### src/rtl/blg_pkg.sv
// Shared constants, types and queue entry layout for the line generator.
package blg_pkg;

    localparam int COORD_BITS     = 12;
    localparam int DELTA2_BITS    = COORD_BITS + 1;
    localparam int ERR_BITS       = COORD_BITS + 2;
    localparam int QUEUE_DEPTH    = 4;
    localparam int QUEUE_PTR_BITS = 2;

    localparam logic CMD_LOAD = 1'b0;
    localparam logic CMD_TICK = 1'b1;

    typedef logic signed [COORD_BITS-1:0] coord_t;

    typedef struct packed {
        logic                   is_tick;
        logic                   active;
        logic                   x_major;
        coord_t                 major_pos;
        coord_t                 major_end;
        coord_t                 minor_pos;
        logic                   major_dir;
        logic                   minor_dir;
        logic [COORD_BITS-1:0]  err_init;
        logic [DELTA2_BITS-1:0] incr;
        logic [DELTA2_BITS-1:0] limit;
    } queue_entry_t;

    typedef struct packed {
        logic full;
        logic empty;
    } queue_status_t;

endpackage

### src/rtl/bresenham_line_generator_core.sv
// Top level of the Bresenham line generator: front end, beat queue and stepper.
//
//   channel   direction  handshake             payload
//   input     in         in_valid / in_ready   cmd, start_x, start_y, end_x, end_y
//   output    out        out_valid / out_ready pixel_x, pixel_y, last_pixel
//
// One input beat is taken per cycle while the four-entry queue has room.
// The stepper retires one queued beat per cycle, but a stalled output holds ticks
// on an active line; such a tick yields one pixel via the queue and output register.
// Reset is asynchronous and clears all control state; no clearing pass is needed.
// The queue absorbs up to four input beats while the output is stalled.
module bresenham_line_generator_core
(
    input  logic            clk,
    input  logic            rst_n,
    input  logic            in_valid,
    output logic            in_ready,
    input  logic            cmd,
    input  blg_pkg::coord_t start_x,
    input  blg_pkg::coord_t start_y,
    input  blg_pkg::coord_t end_x,
    input  blg_pkg::coord_t end_y,
    output logic            out_valid,
    input  logic            out_ready,
    output blg_pkg::coord_t pixel_x,
    output blg_pkg::coord_t pixel_y,
    output logic            last_pixel
);

    blg_pkg::queue_status_t q_status;
    blg_pkg::queue_entry_t  push_entry;
    blg_pkg::queue_entry_t  head_entry;
    logic                   push;
    logic                   pop;

    blg_front u_front
    (
        .in_valid   (in_valid),
        .in_ready   (in_ready),
        .cmd        (cmd),
        .start_x    (start_x),
        .start_y    (start_y),
        .end_x      (end_x),
        .end_y      (end_y),
        .q_status   (q_status),
        .push       (push),
        .push_entry (push_entry)
    );

    blg_queue u_queue
    (
        .clk        (clk),
        .rst_n      (rst_n),
        .push       (push),
        .push_entry (push_entry),
        .pop        (pop),
        .head_entry (head_entry),
        .status     (q_status)
    );

    blg_back u_back
    (
        .clk        (clk),
        .rst_n      (rst_n),
        .head_entry (head_entry),
        .q_status   (q_status),
        .pop        (pop),
        .out_valid  (out_valid),
        .out_ready  (out_ready),
        .pixel_x    (pixel_x),
        .pixel_y    (pixel_y),
        .last_pixel (last_pixel)
    );

endmodule

### src/rtl/blg_front.sv
// Front end: accepts input beats, classifies them and computes line setup.
module blg_front
(
    input  logic                  in_valid,
    output logic                  in_ready,
    input  logic                  cmd,
    input  blg_pkg::coord_t       start_x,
    input  blg_pkg::coord_t       start_y,
    input  blg_pkg::coord_t       end_x,
    input  blg_pkg::coord_t       end_y,
    input  blg_pkg::queue_status_t q_status,
    output logic                  push,
    output blg_pkg::queue_entry_t push_entry
);

    logic signed [blg_pkg::COORD_BITS:0] dx;
    logic signed [blg_pkg::COORD_BITS:0] dy;
    logic signed [blg_pkg::COORD_BITS:0] dx_abs_wide;
    logic signed [blg_pkg::COORD_BITS:0] dy_abs_wide;
    logic [blg_pkg::COORD_BITS-1:0]      adx;
    logic [blg_pkg::COORD_BITS-1:0]      ady;
    logic                                x_down;
    logic                                y_down;
    logic                                x_major;

    assign in_ready = !q_status.full;
    assign push     = in_valid && in_ready;

    always_comb
    begin
        dx          = (blg_pkg::COORD_BITS+1)'(end_x) - (blg_pkg::COORD_BITS+1)'(start_x);
        dy          = (blg_pkg::COORD_BITS+1)'(end_y) - (blg_pkg::COORD_BITS+1)'(start_y);
        x_down      = dx[blg_pkg::COORD_BITS];
        y_down      = dy[blg_pkg::COORD_BITS];
        dx_abs_wide = x_down ? -dx : dx;
        dy_abs_wide = y_down ? -dy : dy;
        adx         = dx_abs_wide[blg_pkg::COORD_BITS-1:0];
        ady         = dy_abs_wide[blg_pkg::COORD_BITS-1:0];
        x_major     = adx >= ady;

        push_entry.is_tick = (cmd == blg_pkg::CMD_TICK);
        push_entry.x_major = x_major;
        if (x_major)
        begin
            push_entry.major_pos = start_x;
            push_entry.major_end = end_x;
            push_entry.minor_pos = start_y;
            push_entry.major_dir = x_down;
            push_entry.minor_dir = y_down;
            push_entry.err_init  = adx;
            push_entry.incr      = {ady, 1'b0};
            push_entry.limit     = {adx, 1'b0};
        end
        else
        begin
            push_entry.major_pos = start_y;
            push_entry.major_end = end_y;
            push_entry.minor_pos = start_x;
            push_entry.major_dir = y_down;
            push_entry.minor_dir = x_down;
            push_entry.err_init  = ady;
            push_entry.incr      = {adx, 1'b0};
            push_entry.limit     = {ady, 1'b0};
        end
        push_entry.active = (push_entry.major_pos != push_entry.major_end);
    end

endmodule

### src/rtl/blg_queue.sv
// Short queue of classified beats between the front end and the stepper.
module blg_queue
(
    input  logic                   clk,
    input  logic                   rst_n,
    input  logic                   push,
    input  blg_pkg::queue_entry_t  push_entry,
    input  logic                   pop,
    output blg_pkg::queue_entry_t  head_entry,
    output blg_pkg::queue_status_t status
);

    blg_pkg::queue_entry_t mem_reg [blg_pkg::QUEUE_DEPTH];

    logic [blg_pkg::QUEUE_PTR_BITS-1:0] wr_ptr_reg;
    logic [blg_pkg::QUEUE_PTR_BITS-1:0] wr_ptr_next;
    logic [blg_pkg::QUEUE_PTR_BITS-1:0] rd_ptr_reg;
    logic [blg_pkg::QUEUE_PTR_BITS-1:0] rd_ptr_next;
    logic [blg_pkg::QUEUE_PTR_BITS:0]   count_reg;
    logic [blg_pkg::QUEUE_PTR_BITS:0]   count_next;

    assign status.full  = (count_reg == (blg_pkg::QUEUE_PTR_BITS+1)'(blg_pkg::QUEUE_DEPTH));
    assign status.empty = (count_reg == '0);
    assign head_entry   = mem_reg[rd_ptr_reg];

    always_comb
    begin
        wr_ptr_next = push ? wr_ptr_reg + 1'b1 : wr_ptr_reg;
        rd_ptr_next = pop ? rd_ptr_reg + 1'b1 : rd_ptr_reg;
        count_next  = count_reg;
        if (push && !pop)
        begin
            count_next = count_reg + 1'b1;
        end
        else if (pop && !push)
        begin
            count_next = count_reg - 1'b1;
        end
    end

    always_ff @(posedge clk or negedge rst_n)
    begin
        if (!rst_n)
        begin
            wr_ptr_reg <= '0;
            rd_ptr_reg <= '0;
            count_reg  <= '0;
        end
        else
        begin
            wr_ptr_reg <= wr_ptr_next;
            rd_ptr_reg <= rd_ptr_next;
            count_reg  <= count_next;
        end
    end

    always_ff @(posedge clk)
    begin
        if (push)
        begin
            mem_reg[wr_ptr_reg] <= push_entry;
        end
    end

endmodule

### src/rtl/blg_back.sv
// Back end: holds the line state, steps one pixel per tick on an active line and registers the result.
module blg_back
(
    input  logic                   clk,
    input  logic                   rst_n,
    input  blg_pkg::queue_entry_t  head_entry,
    input  blg_pkg::queue_status_t q_status,
    output logic                   pop,
    output logic                   out_valid,
    input  logic                   out_ready,
    output blg_pkg::coord_t        pixel_x,
    output blg_pkg::coord_t        pixel_y,
    output logic                   last_pixel
);

    logic                            line_active_reg;
    logic                            x_major_reg;
    blg_pkg::coord_t                 major_pos_reg;
    blg_pkg::coord_t                 major_end_reg;
    blg_pkg::coord_t                 minor_pos_reg;
    logic                            major_dir_reg;
    logic                            minor_dir_reg;
    logic [blg_pkg::ERR_BITS-1:0]    err_reg;
    logic [blg_pkg::DELTA2_BITS-1:0] incr_reg;
    logic [blg_pkg::DELTA2_BITS-1:0] limit_reg;

    logic                            out_valid_reg;
    logic                            out_valid_next;
    blg_pkg::coord_t                 pixel_x_reg;
    blg_pkg::coord_t                 pixel_y_reg;
    logic                            last_pixel_reg;

    logic                            emit;
    blg_pkg::coord_t                 major_step;
    blg_pkg::coord_t                 minor_step;
    logic [blg_pkg::ERR_BITS-1:0]    err_sum;
    logic                            minor_move;
    logic                            last_step;

    assign pop = !q_status.empty
                 && (!head_entry.is_tick || !line_active_reg || !out_valid_reg || out_ready);
    assign emit = pop && head_entry.is_tick && line_active_reg;

    always_comb
    begin
        major_step = major_dir_reg ? major_pos_reg - 1'b1 : major_pos_reg + 1'b1;
        minor_step = minor_dir_reg ? minor_pos_reg - 1'b1 : minor_pos_reg + 1'b1;
        err_sum    = err_reg + blg_pkg::ERR_BITS'(incr_reg);
        minor_move = err_sum > blg_pkg::ERR_BITS'(limit_reg);
        last_step  = (major_step == major_end_reg);
        out_valid_next = emit ? 1'b1 : (out_ready ? 1'b0 : out_valid_reg);
    end

    always_ff @(posedge clk or negedge rst_n)
    begin
        if (!rst_n)
        begin
            line_active_reg <= 1'b0;
            out_valid_reg   <= 1'b0;
        end
        else
        begin
            out_valid_reg <= out_valid_next;
            if (pop && !head_entry.is_tick)
            begin
                line_active_reg <= head_entry.active;
            end
            else if (emit)
            begin
                line_active_reg <= !last_step;
            end
        end
    end

    always_ff @(posedge clk)
    begin
        if (pop && !head_entry.is_tick)
        begin
            x_major_reg   <= head_entry.x_major;
            major_pos_reg <= head_entry.major_pos;
            major_end_reg <= head_entry.major_end;
            minor_pos_reg <= head_entry.minor_pos;
            major_dir_reg <= head_entry.major_dir;
            minor_dir_reg <= head_entry.minor_dir;
            err_reg       <= {2'b00, head_entry.err_init};
            incr_reg      <= head_entry.incr;
            limit_reg     <= head_entry.limit;
        end
        else if (emit)
        begin
            major_pos_reg <= major_step;
            if (minor_move)
            begin
                err_reg       <= err_sum - blg_pkg::ERR_BITS'(limit_reg);
                minor_pos_reg <= minor_step;
            end
            else
            begin
                err_reg <= err_sum;
            end
        end
        if (emit)
        begin
            pixel_x_reg    <= x_major_reg ? major_pos_reg : minor_pos_reg;
            pixel_y_reg    <= x_major_reg ? minor_pos_reg : major_pos_reg;
            last_pixel_reg <= last_step;
        end
    end

    assign out_valid  = out_valid_reg;
    assign pixel_x    = pixel_x_reg;
    assign pixel_y    = pixel_y_reg;
    assign last_pixel = last_pixel_reg;

`ifndef SYNTHESIS
    a_emit_shows: assert property (@(posedge clk) disable iff (!rst_n)
        emit |=> out_valid_reg)
        else $error("tick on an active line did not produce an output beat");

    a_last_ends_line: assert property (@(posedge clk) disable iff (!rst_n)
        emit && last_step |=> !line_active_reg)
        else $error("line stayed active after its last pixel");

    a_active_not_at_end: assert property (@(posedge clk) disable iff (!rst_n)
        line_active_reg |-> major_pos_reg != major_end_reg)
        else $error("active line sits on its end pixel");

    a_err_bounded: assert property (@(posedge clk) disable iff (!rst_n)
        line_active_reg |-> err_reg <= blg_pkg::ERR_BITS'(limit_reg))
        else $error("error term exceeds its limit");
`endif

endmodule

### config.mk
export PLATFORM = sky130hd
export DESIGN_NAME = bresenham_line_generator_core
export DESIGN_NICKNAME = d
export VERILOG_FILES = /design/src/rtl/blg_pkg.sv /design/src/rtl/bresenham_line_generator_core.sv /design/src/rtl/blg_front.sv /design/src/rtl/blg_queue.sv /design/src/rtl/blg_back.sv
export SDC_FILE = /design/constraint.sdc
export NUM_CORES = 1
export LEC_CHECK = 0
export BUFFER_PORTS_ARGS = -buffer_cell sky130_fd_sc_hd__buf_2
export CAP_MARGIN = 15
export CORE_MARGIN = 3
export CORE_UTILIZATION = 35
export DETAILED_ROUTE_END_ITERATION = 12
export GPL_ROUTABILITY_DRIVEN = 0
export MAX_ROUTING_LAYER = met4
export PLACE_DENSITY = 0.53
export SLEW_MARGIN = 20
export SYNTH_ARGS = -nofsm -noshare
export SYNTH_HDL_FRONTEND = slang
export SYNTH_SLANG_ARGS = --single-unit
### constraint.sdc
create_clock -name clk -period 7.75 [get_ports clk]
set_input_delay 0.3875 -clock clk [delete_from_list [all_inputs] [get_ports clk]]
set_output_delay 0.3875 -clock clk [all_outputs]
set_load 0.01 [all_outputs]
==> results of run 1 <==
## layer usage
metal / routed length [um] / vias to the layer above / track usage
li1: - / 5340 / -
met1: 21160 / 5660 / 0.2317
met2: 20390 / 290 / 0.2509
met3: 2278 / 51 / 0.02297
met4: 786 / 0 / 0.04517
met5: 0 / - / -
## how the worst max path moves through the flow
stage,from,to,slack [ns],depth (start not counted)
2_1_floorplan,end_y[0],u_queue.mem_reg[0][77],2.89,22
3_3_place_gp,start_y[0],u_queue.mem_reg[0][77],1.58,20
3_5_place_dp,start_y[0],u_queue.mem_reg[3][77],1.50,20
4_1_cts,start_y[0],u_queue.mem_reg[3][77],2.13,20
5_1_grt,start_y[0],u_queue.mem_reg[0][77],1.55,20
6_report,start_y[0],u_queue.mem_reg[3][77],2.06,20
## placed cells by master (no fill, tap or decap), types with 28 or more instances in the layout
cell	n
a21oi_1	65
buf_2	79
clkbuf_16	43
edfxtp_1	360
ha_1	87
inv_1	69
mux4_2	65
nand2_1	108
nor2_1	79
nor3_1	28
o21ai_0	48
o21ai_1	36
xnor2_1	49
xor2_1	44
## cells by family after synthesis
kind of cell / Yosys count
AO/OA/AOI/OAI: 251
adder cells (fa/ha/maj): 94
buffers and inverters: 118
multiplexers: 113
flip-flops: 371
XOR/XNOR: 99
AND/OR/NAND/NOR: 307
## final cells by class
| type | instances | area [um^2] | area share |
|---|---|---|---|
| tap | 688 | 860.8 | 0.04045 |
| timing repair buffer | 91 | 488.0 | 0.02293 |
| sequential | 371 | 11080 | 0.5207 |
| multi-input combinational | 864 | 7198 | 0.3382 |
| inverter | 74 | 277.8 | 0.01305 |
| clock buffer | 52 | 1110 | 0.05215 |
| clock inverter | 23 | 266.5 | 0.01252 |
## through the flow
| step | util | instance area [um^2] | setup slack, ns |
|---|---|---|---|
| floorplan | - | 18730 | 2.886 |
| global placement | 0.3771 | 19900 | 1.581 |
| detailed placement | 0.3771 | 19900 | 1.503 |
| CTS | 0.4034 | 21280 | 2.129 |
| global route | 0.4034 | 21280 | 1.552 |
| finish | 0.4034 | 21280 | 2.059 |
## worst max-delay path: stages
cell      delay, ns
buf_2          0.14
ha_1           0.23
fa_1           0.41
nor2b_1        0.18
o211ai_1       0.16
a22oi_1        0.32
nand4_1        0.14
a31oi_1        0.84
nor2_1         0.14
xor2_1         0.27
ha_1           0.29
a21oi_1        0.16
nor2b_1        0.06
o211ai_1       0.16
a21oi_1        0.09
or4_4          0.84
mux2_2         0.45
xor2_1         0.15
nor3b_1        0.30
nand3_1        0.19
==> impl_metrics.tcl, run 1 <==
set metrics [dict create \
    outcome "completed" \
    hp-start "cmd" \
    ys.warnings.count 0 \
    fmax_mhz 175.7 \
    skew_ns 0.02941 \
    holdWs_ns 0.04857 \
    ys.flop_type "edfxtp_1" \
    grt_max_degree 72 \
    synth_top_family_by_area "multiplexers" \
    first_global_vias 11500 \
    ys_top_cells_by_area "edfxtp_1, mux4_2, ha_1" \
    hpwl_um 31610 \
    clk_path_buf_depth 3 \
    area_growth_syn_to_layout_pct 13.60 \
    avgRoutedWirePerCell_um 20.62 \
    hold_end "u_queue.mem_reg[0][78]" \
    synth_area_per_cell_um2 13.85 \
    synth_compound_area_frac 0.08475 \
    fillers 4960 \
    yosys.area.top_type "edfxtp_1" \
    regToRegEndpoint "u_back.minor_pos_reg[2]" \
    setup_viol 0 \
    final_net_count 1591 \
    place_inst 2087 \
    hold_buffers 1 \
    worstMarginPinSlew_ns 1.033 \
    htreeDepth 2 \
    drv_slew 0 \
    clk_pin_slew_ns 0.06 \
    fin_crit_ns 5.691 \
    finalHoldViolations 0 \
    floorplan.initialDensity 0.3551 \
    synth_cell_types 84 \
    pin_count 80 \
    drc 0 \
    post_cts_buffers 0 \
    synth.cells.most_frequent "edfxtp_1, nand2_1, ha_1" \
    synth-seq-area-share 0.5912 \
    overflow 0 \
    io_buffers 79 \
    path_class "in2reg" \
    cts_made_buffers 42 \
    fin_crit_sh 0.7344 \
    syn_nets 1500 \
    antenna-diode-count 0 \
    synthArstFlopShare 0.02426 \
    synth_edf_count 360 \
    finalSetupTns_ns 0 \
    largest_register_ffs 260 \
    dieArea_um2 56340 \
    whs_path_depth 1 \
    endpoint_kind "register" \
    cts_tree "yes" \
    hold_path.class "in2reg" \
    synthAdderAreaFrac 0.06558 \
    grt_usage 0.1642 \
    maxSlewHeadroom 0.3080 \
    crit_fanout 71 \
    ff2ff_path_depth 14 \
    reg2reg_slack_ns 3.50 \
    first_iter_violations 846 \
    die_x_um 237.4 \
    antenna_found_initial 1 \
    synthesis.area_um2 18730 \
    cp.arrival_ns 5.97 \
    startpoint_type "input pin" \
    clk-insertion-delay-late_ns 0.57 \
    via_per_inst 5.243 \
    rsz0062_at_grt "no" \
    timing.rr.start "u_back.incr_reg[2]" \
    die_h_um 237.4 \
    synth.most_common_cell "edfxtp_1" \
    synth-seq-cells 371 \
    cts_sinks 371 \
    row_count 84 \
    yosys.area.top_type_share 0.5770 \
    netlist_instances 1353 \
    vias 11340 \
    cts_root_buf "clkbuf_16" \
    final_cells 2163 \
    crit_required_ns 8.02 \
    drt_first_pass_iters 5 \
    drt-total-wl_um 44610 \
    synthSimpleGateAreaFrac 0.07714 \
    synthMuxAreaShare 0.1055 \
    core_um2 52760 \
    cts_resized 0 \
    grt_pass1_wl_um 68870 \
    maxCapViolCount 0 \
    synth-xor-area-share 0.05049 \
    drive_gt1_frac 0.1817 \
    ant_nets 0 \
]
Power of run 1 is left out: the tool's default activity adds up to more than one toggle a clock period on the data nets, which glitch-free logic cannot reach.
==> inputs of run 2 (changes only) <==
--- a/config.mk
+++ b/config.mk
@@ -5,6 +5,7 @@
 export SDC_FILE = /design/constraint.sdc
 export NUM_CORES = 1
 export LEC_CHECK = 0
+export ABC_AREA = 1
 export BUFFER_PORTS_ARGS = -buffer_cell sky130_fd_sc_hd__buf_2
 export CAP_MARGIN = 15
 export CORE_MARGIN = 3
==> constraint.sdc (replaced) <==
create_clock -name clk -period 5.7 [get_ports clk]
set_input_delay 0.285 -clock clk [delete_from_list [all_inputs] [get_ports clk]]
set_output_delay 0.285 -clock clk [all_outputs]
set_load 0.01 [all_outputs]
==> impl_metrics.tcl, run 2 <==
set metrics [dict create \
    outcome "completed" \
    vias 14300 \
    floorplan.initialDensity 0.3552 \
    startpoint_type "input pin" \
    finalSetupTns_ns 0 \
    syn_nets 2192 \
    drive_gt1_frac 0.09804 \
    critical-path-slowest-cell "o21ai_0" \
    crit_fanout 46 \
    synth_edf_count 360 \
    seq_area_um2 11080 \
    dieArea_um2 59120 \
    drt-total-wl_um 49760 \
    io_buffers 79 \
    drc 0 \
    yosys.area.top_type "edfxtp_1" \
    ys_top_cells_by_area "edfxtp_1, nand2_1, ha_1" \
    antenna-diode-count 0 \
    row_count 86 \
    post_cts_buffers 0 \
    synth_cell_types 52 \
    clk-insertion-delay-late_ns 0.57 \
    first_iter_violations 939 \
    ys.flop_type "edfxtp_1" \
    core_um2 55420 \
    hold_path.class "in2async" \
    path_class "in2reg" \
    first_global_vias 13840 \
    hold_buffers 3 \
    worstMarginPinSlew_ns 1.117 \
    die_h_um 243.2 \
    area_growth_syn_to_layout_pct 12.74 \
    synthesis.area_um2 19690 \
    layout_common_cells "nand2_1, edfxtp_1, nor2_1, o21ai_0, inv_1" \
    yosys.area.top_type_share 0.5492 \
    drv_slew 0 \
    ys.warnings.count 0 \
    synth-seq-cells 371 \
    pin_count 80 \
    path_common_cell "nand2_1" \
    final_net_count 2263 \
    netlist_instances 2045 \
    synthArstFlopShare 0.02426 \
    synth.most_common_cell "nand2_1" \
    grt_pass1_wl_um 78690 \
    fin_crit_sh 0.8040 \
    skew_ns 0.03476 \
    largest_register_ffs 260 \
    synth.cells.most_frequent "nand2_1, edfxtp_1, nor2_1" \
    final_common_cell "nand2_1" \
    fin_crit_ns 4.583 \
    synth_area_per_cell_um2 9.626 \
    avgRoutedWirePerCell_um 17.22 \
    cp.arrival_ns 4.80 \
    maxSlewHeadroom 0.2472 \
    path_cells "buf_2 > ha_1 > fa_1 > inv_1 > nand3_1 > nand3_2 > nand2_1 > nand2_1 > nand2_1 > nand2_1 > nand2_1 > nor2_1 > nand3_1 > nand2_1 > nand2_1 > nand2_1 > nand2_1 > ha_1 > nand2_1 > o21ai_1 > a21oi_4 > nand3_4 > buf_12 > o21ai_0" \
    synth-seq-area-share 0.5626 \
    multi_input_area_um2 7492 \
    die_x_um 243.2 \
    clk_pin_slew_ns 0.06 \
    drt_first_pass_iters 4 \
    cts_root_buf "clkbuf_16" \
    cp_slowest_stage_delay_ns 0.88 \
    crit_required_ns 5.92 \
    clk_path_buf_depth 3 \
    via_per_inst 4.948 \
    cts_resized 0 \
    hpwl_um 34750 \
    htreeDepth 2 \
    utilization 0.4005 \
    cts_tree "yes" \
    fmax_mhz 218.2 \
    cts_made_buffers 41 \
    overflow 0 \
    cts_sinks 371 \
    endpoint_kind "register" \
    antenna_found_initial 1 \
    ant_nets 0 \
    maxCapViolCount 0 \
    grt_max_degree 89 \
    grt_usage 0.1733 \
    fillers 5496 \
    finalHoldViolations 0 \
    rsz0062_at_grt "no" \
    setup_viol 0 \
]
-- run 2: changes by cell type in the layout (fill, tap and decap cells not counted), sizes merged, moves of 55 or more --
cell   previous run  this run
inv              76       217
mux4             65         0
nand2           108       478
nand3            15        99
nor2             79       216
o21ai            85       232
o22ai             3        58
-- run 2: layer usage --
metal | global-route usage | share of wire
met5 | - | 0
met4 | 0.04200 | 0.018
met3 | 0.02287 | 0.050
met1 | 0.2492 | 0.50
met2 | 0.2606 | 0.43
-- run 2: cells by family after synthesis --
family / after synthesis / synth area share
simple gates: 841 / 0.1794
compound gates: 385 / 0.1061
flops: 371 / 0.5626
buf+inv: 291 / 0.05829
fa+ha+maj: 94 / 0.06242
xor+xnor: 63 / 0.03121
-- run 2: final timing paths --
path / from / end / slack, ns / cells after the start
max: start_x[0] / u_queue.mem_reg[2][45] / 1.12 / 24
min: rst_n / u_back.out_valid / 0.10 / 2
max reg2reg: u_back.incr_reg[1] / u_back.err_reg[11] / 1.48 / 23
min reg2reg: u_back.err_reg[12] / u_back.err_reg[12] / 0.52 / 2
max in group asynchronous: rst_n / u_queue.rd_ptr_reg[0] / 5.39 / 2
min in group clk: end_y[4] / u_queue.mem_reg[3][56] / 0.19 / 3
-- run 2: per-stage QoR --
stage | worst slack [ns] | hold WS (ns) | instance area, um^2 | instances
floorplan | 1.741 | -0.01059 | 19690 | 2045
global placement | 0.7160 | 0.1483 | 20890 | 2818
detailed placement | 0.5919 | 0.1574 | 20890 | 2818
CTS | 1.207 | 0.05977 | 22190 | 2890
global route | 0.6187 | 0.1002 | 22190 | 2890
finish | 1.117 | 0.1011 | 22190 | 2890
-- run 2: layout make-up --
type / instances / share of cell area
Inverter: 217 / 0.03687
Tap cell: 748 / 0.04217
Multi-Input combinational cell: 1383 / 0.3376
Sequential cell: 371 / 0.4993
Timing Repair Buffer: 102 / 0.02650
Clock inverter: 21 / 0.01020
Clock buffer: 48 / 0.04741
-- run 2: critical path, delay by kind of cell --
kind,cells,cell delay [ns]
AO/OA/AOI/OAI,3,1.21
adder cells (fa/ha/maj),3,0.96
buffers and inverters,3,0.61
AND/OR/NAND/NOR,15,1.72
Power of run 2 is left out for the same reason.
